===== src/shared_exclusive_lock_table_assert.svh =====
// Assertion macros shared by the lock table modules.
// Needs a clock named clk and an active-low reset named arst_n in the including scope.
`ifndef SHARED_EXCLUSIVE_LOCK_TABLE_ASSERT_SVH
`define SHARED_EXCLUSIVE_LOCK_TABLE_ASSERT_SVH

// The property holds in every cycle out of reset.
`define SLT_ASSERT_ALWAYS(label, cond) \
	label: assert property (@(posedge clk) disable iff (!arst_n) (cond)) \
		else $error("lock table check failed");

// When the trigger holds, the result holds in the next cycle.
`define SLT_ASSERT_NEXT(label, trig, res) \
	label: assert property (@(posedge clk) disable iff (!arst_n) (trig) |=> (res)) \
		else $error("lock table sequence check failed");

`endif


===== src/slt_pkg.sv =====
// Package for the shared/exclusive lock table: field widths, opcode and verdict codes,
// default sizes and the command and status words between controller and datapath.
// No dependencies.
package slt_pkg;

	localparam int TRANSACTIONS_DEF = 32;
	localparam int ITEMS_DEF = 256;

	localparam int OP_W = 2;
	localparam int TID_W = 5;
	localparam int IID_W = 8;
	localparam int VERDICT_W = 2;

	localparam logic [OP_W-1:0] OP_SHARED = 2'd0;
	localparam logic [OP_W-1:0] OP_EXCLUSIVE = 2'd1;
	localparam logic [OP_W-1:0] OP_CLEAR = 2'd2;

	localparam logic [VERDICT_W-1:0] V_GRANTED = 2'd0;
	localparam logic [VERDICT_W-1:0] V_DENIED = 2'd1;
	localparam logic [VERDICT_W-1:0] V_IGNORED = 2'd2;
	localparam logic [VERDICT_W-1:0] V_CLEARED = 2'd3;

	typedef struct packed {
		logic load;
		logic exec;
		logic sweep;
	} slt_cmd_t;

	typedef struct packed {
		logic op_clear;
		logic sweep_last;
	} slt_sts_t;

endpackage


===== src/slt_ctrl.sv =====
// Controller of the lock table: request and response handshakes and the
// sequencing of load, evaluate and table clearing. Depends on slt_pkg and the assertion header.
`include "shared_exclusive_lock_table_assert.svh"
module slt_ctrl (
	input  logic              clk,
	input  logic              arst_n,
	input  logic              req_valid,
	output logic              req_ready,
	output logic              rsp_valid,
	input  logic              rsp_ready,
	output slt_pkg::slt_cmd_t cmd,
	input  slt_pkg::slt_sts_t sts
);
	import slt_pkg::*;

	localparam logic [1:0] ST_CLEAR = 2'd0;
	localparam logic [1:0] ST_IDLE = 2'd1;
	localparam logic [1:0] ST_EXEC = 2'd2;

	logic [1:0] state_q;
	logic [1:0] state_d;
	logic       rsp_valid_q;
	logic       out_free;

	assign out_free = !rsp_valid_q || rsp_ready;
	assign req_ready = (state_q == ST_IDLE);
	assign rsp_valid = rsp_valid_q;

	always_comb begin
		state_d = state_q;
		cmd = '0;
		unique case (state_q)
			ST_CLEAR: begin
				cmd.sweep = 1'b1;
				if (sts.sweep_last) begin
					state_d = ST_IDLE;
				end
			end
			ST_IDLE: begin
				if (req_valid) begin
					cmd.load = 1'b1;
					state_d = ST_EXEC;
				end
			end
			ST_EXEC: begin
				if (out_free) begin
					cmd.exec = 1'b1;
					state_d = sts.op_clear ? ST_CLEAR : ST_IDLE;
				end
			end
			default: begin
				state_d = ST_IDLE;
			end
		endcase
	end

	always_ff @(posedge clk or negedge arst_n) begin
		if (!arst_n) begin
			state_q <= ST_CLEAR;
			rsp_valid_q <= 1'b0;
		end else begin
			state_q <= state_d;
			if (cmd.exec) begin
				rsp_valid_q <= 1'b1;
			end else if (rsp_ready) begin
				rsp_valid_q <= 1'b0;
			end
		end
	end

	`SLT_ASSERT_ALWAYS(a_one_cmd, $onehot0({cmd.load, cmd.exec, cmd.sweep}))
	`SLT_ASSERT_NEXT(a_load_to_exec, cmd.load, state_q == ST_EXEC && !req_ready)
	`SLT_ASSERT_NEXT(a_exec_gives_word, cmd.exec, rsp_valid)
	`SLT_ASSERT_NEXT(a_sweep_ends, cmd.sweep && sts.sweep_last, state_q == ST_IDLE)
	`SLT_ASSERT_ALWAYS(a_exec_only_free, !cmd.exec || out_free)

endmodule


===== config.mk =====
export PLATFORM = sky130hd
export DESIGN_NAME = slt_ctrl
export DESIGN_NICKNAME = d
export VERILOG_FILES = /design/src/slt_pkg.sv /design/src/slt_ctrl.sv
export VERILOG_INCLUDE_DIRS = /design/src /design/src/src
export SDC_FILE = /design/constraint.sdc
export NUM_CORES = 1
export LEC_CHECK = 0
export CORE_AREA = 2 2 39 41
export DETAILED_ROUTE_END_ITERATION = 12
export DIE_AREA = 0 0 41 43
export DONT_BUFFER_PORTS = 1
export SLEW_MARGIN = 20
export SYNTH_ARGS = -nofsm -noshare
export SYNTH_HDL_FRONTEND = slang
export SYNTH_SLANG_ARGS = --single-unit

===== constraint.sdc =====
create_clock -name clk -period 1.19 [get_ports clk]
set_clock_uncertainty 0.05 [all_clocks]
set_input_delay 0.238 -clock clk [delete_from_list [all_inputs] [get_ports clk]]
set_output_delay 0.238 -clock clk [all_outputs]
set_load 0.1 [all_outputs]

Word level (Yosys, flattened, before mapping)
Index checks and enable logic that the tools add are counted.

Equal/unequal tests: 5. Muxes and demuxes: 12. Reduce and logical (&&, ||, !) cells: 5.

Operators with widths (number): 1-bit two-way mux (8); 2-bit two-way mux (3); 2-bit inequality test, second input constant (3); 2-bit one-hot mux with 3 select lines (1); 3-bit AND reduction (1); 2-bit by 1-bit == test with 1-bit output, second input constant (1); 2-bit == test, second input constant (1); 2-bit zero test (1); 2-bit nonzero test (1); 1-bit zero test (1); 1-bit logical OR (1).

Flip-flop bits (word level): 3. Input port bits: 6. Logic and storage cells: 24.

Logic depth before layout (Yosys ltp)
Depth in word-level cells: 5. Depth in mapped cells: 3. Mapped depth without buffers: 3.

Least setup slack after synthesis
No wires, ideal clock.

Path type: register to output. Start point: register rsp_valid_q (netlist: rsp_valid). End point: output port cmd[1] in the netlist's numbering. Data arrival time: 2306 ps. Data required time: 902 ps. Slack: -1404 ps. Stages on the path, launching flop included: 3. Path buffers: 0. Path through: dfrtp_1 > nor2b_2 > nor2_1.

RTL lines: start: declaration (RTL line slt_ctrl.sv:22) `logic rsp_valid_q;`; start signal: assignment (RTL line slt_ctrl.sv:60) `rsp_valid_q <= 1'b0;`; start signal: assignment (RTL line slt_ctrl.sv:64) `rsp_valid_q <= 1'b1;`; start signal: assignment (RTL line slt_ctrl.sv:66) `rsp_valid_q <= 1'b0;`; end: declaration (RTL line slt_ctrl.sv:11) `output slt_pkg::slt_cmd_t cmd,`.

==> results by group <==
Status
  • Outcome: finished, violations left
  • Failing checks: negative setup slack

Timing
  • Tcrit/Tclk final: 1.183
  • RSZ-0062 raised after global routing: yes
  • Final number of hold-violating endpoints: 0
  • Peak Freq: slightly above 700 MHz
  • Final worst path period need: around 1.4 ns
  • Final setup margin: -0.2173 ns
  • Slew headroom: 0.8951
  • Max-slew violations: 0
  • Measured slew at the worst slew-check pin: roughly 0.16 ns
  • Final setup violation count: 5

Routing
  • Residual DRC count: 0
  • WL final: 392 um
  • Antenna Nets Post-Route: 0
  • WL/cell: about 8.2 um
  • Initial detailed-routing violation count: 3
  • Total iterations of the first detailed-routing run: 2
  • Routed vias: between 150 and 200
  • Vias per inst: 3.500

Synth
  • Yosys reg bits: 3
  • Seq/Total Area, Yosys: 0.4918
  • Syn_nets: 22
  • Area contributors post-synth: dfrtp_1 49%, nor2b_2 11%, o31a_1 5.7%, nand2_1 4.9%, nor2_1 4.9%
  • Mapped Area: around 150 um2
  • Syn Inst Count: 16
  • Yosys warnings: 0
  • Netlist cell types: 11
  • Yosys top cell by area: dfrtp_1
  • Post-synthesis area per instance: between 9 and 10 um2
  • Yosys top cell area share: 0.4918

Worst setup path
  • Data arrival, critical path: between 1 and 1.5 ns
  • Crit-path slowest cell: dfrtp_1
  • Worst Path Required: roughly 0.90 ns
  • Critical path cell sequence: nand2b_1 -> nor2_4 -> buf_12
  • Crit Path Category: reg -> out
  • CP peak stage delay: 0.38 ns
  • CP Buf/Inv Count: 1
  • Crit path launch type: register
  • Crit end category: primary output
  • Crit-path max FO: 3
  • Top delay family on crit path: flip-flops

Global route
  • Initial antenna violation count: 0
  • Gr usage total: 0.06647
  • Total gr overflow: 0
  • First-pass GRT wire length: 710 um
  • Number of global-route vias before repair: around 210
  • Pin count of the biggest net entering global routing: 5

Flow run
  • # Max-Cap Violations: 0

Die
  • Die ar.: between 1500 and 2000 um2
  • Die height: approximately 43 um
  • Ports: 11
  • Chip width: just over 40 um
  • Core area: approximately 1400 um2
  • Initial Utilization: 0.1103
  • Placement Rows: 14

Cells and area
  • Most frequent cells in the layout: 5 x buf_12, 4 x buf_4, 3 x clkbuf_4
  • Commonest non-fill, non-tap cell in the layout: buf_12
  • Area Overhead vs Synth: 157.4%
  • # nets final: 39
  • Antenna diodes: 0
  • Layout cell share with drive strength beyond 1: 0.6875

Clock network
  • CTS Sinks: 3
  • Clk Latency, worst-skew pair: approximately 0.23 ns
  • Clk buf depth: 2
  • Cts bufs inserted: 3
  • H-tree lvl count: 1
  • CTS tree: yes
  • Root Driver: clkbuf_4
  • Clk slew on worst S/H paths: roughly 0.030 ns

Place
  • Final GP Congestion: 0.6305
  • Hpwl dp: 346.8 um
  • Port bufs: 0
  • Setup slack at placement: -0.0005287 ns

Hold path
  • Tightest Hold Check Type: in -> reg
-- timing repair --
item | in CTS | in global routing
endpoints found under the setup margin | 5 | 5
hold endpoints to repair | 3 | 0
hold buffers | 1 | 0
gates resized for setup | 10 | 0
pin swaps | 0 | 1
buffers inserted | 1 | 0
-- area by class of cell --
class	instances	area, um2
clock buffer	4	26.28
fill	145	991.0
inverter	1	7.507
multi-input combinational	12	96.34
sequential	3	80.08
tap	16	20.02
timing repair buffer	12	162.7
-- routing by layer --
metal  track usage  up-vias  part of all wire
li1              -       84                 -
met3       0.05759        0              0.12
met5             0        -                 0
met4       0.08000        0                 0
met1       0.03896       80              0.26
met2       0.09688        4              0.62
-- Yosys cell counts --
cell type  n
inv_1      1
o21ai_1    1
nor2_1     2
nor2b_2    2
nor2b_1    1
nand2_1    2
o31a_1     1
dfrtp_1    3
nand2b_1   1
or2b_1     1
nor3b_1    1
-- sequential cells by signal (all words and copies together) (netlist names) --
register	flops
rsp_valid	1
state_q	2
-- through the flow --
step | instances | utilization | cell area (um2) | hold slack, ns | TNS, ns
2_1_floorplan | 16 | - | 177.7 | -0.1076 | -1.722
3_3_place_gp | 42 | 0.2242 | 310.3 | -0.1075 | 0
3_5_place_dp | 42 | 0.2242 | 310.3 | -0.1075 | -0.0005287
4_1_cts | 48 | 0.2839 | 392.9 | 0.1460 | -0.9126
5_1_grt | 48 | 0.2839 | 392.9 | 0.1767 | -1.073
6_report | 48 | 0.2839 | 392.9 | 0.1449 | -0.8540
-- final timing paths --
| kind | slack, ns | start | endpoint | cells after the start |
|---|---|---|---|---|
| min reg2reg | 0.59 | state_q[0]$_DFFE_PN0P_ | state_q[0]$_DFFE_PN0P_ | 2 |
| max reg2reg | 0.06 | state_q[1]$_DFFE_PN0P_ | state_q[0]$_DFFE_PN0P_ | 3 |
| max in group asynchronous | 0.71 | arst_n | rsp_valid$_DFFE_PN0P_ | 1 |
| min in group asynchronous | 0.22 | arst_n | state_q[0]$_DFFE_PN0P_ | 1 |
| min | 0.14 | rsp_ready | rsp_valid$_DFFE_PN0P_ | 2 |
| max | -0.22 | state_q[0]$_DFFE_PN0P_ | cmd[1] | 3 |
-- cells by family (layout without fill, tap and decap cells) --
logic type             Yosys count  in the layout  share of synthesized area
AND/OR/NAND/NOR                 10             10                     0.3936
flip-flops                       3              3                     0.4918
AO/OA/AOI/OAI                    2              2                    0.09014
buffers and inverters            1             17                    0.02457
Power is not shown: default switching activity piles up to over one toggle a cycle in this logic, so the estimate is an artifact.
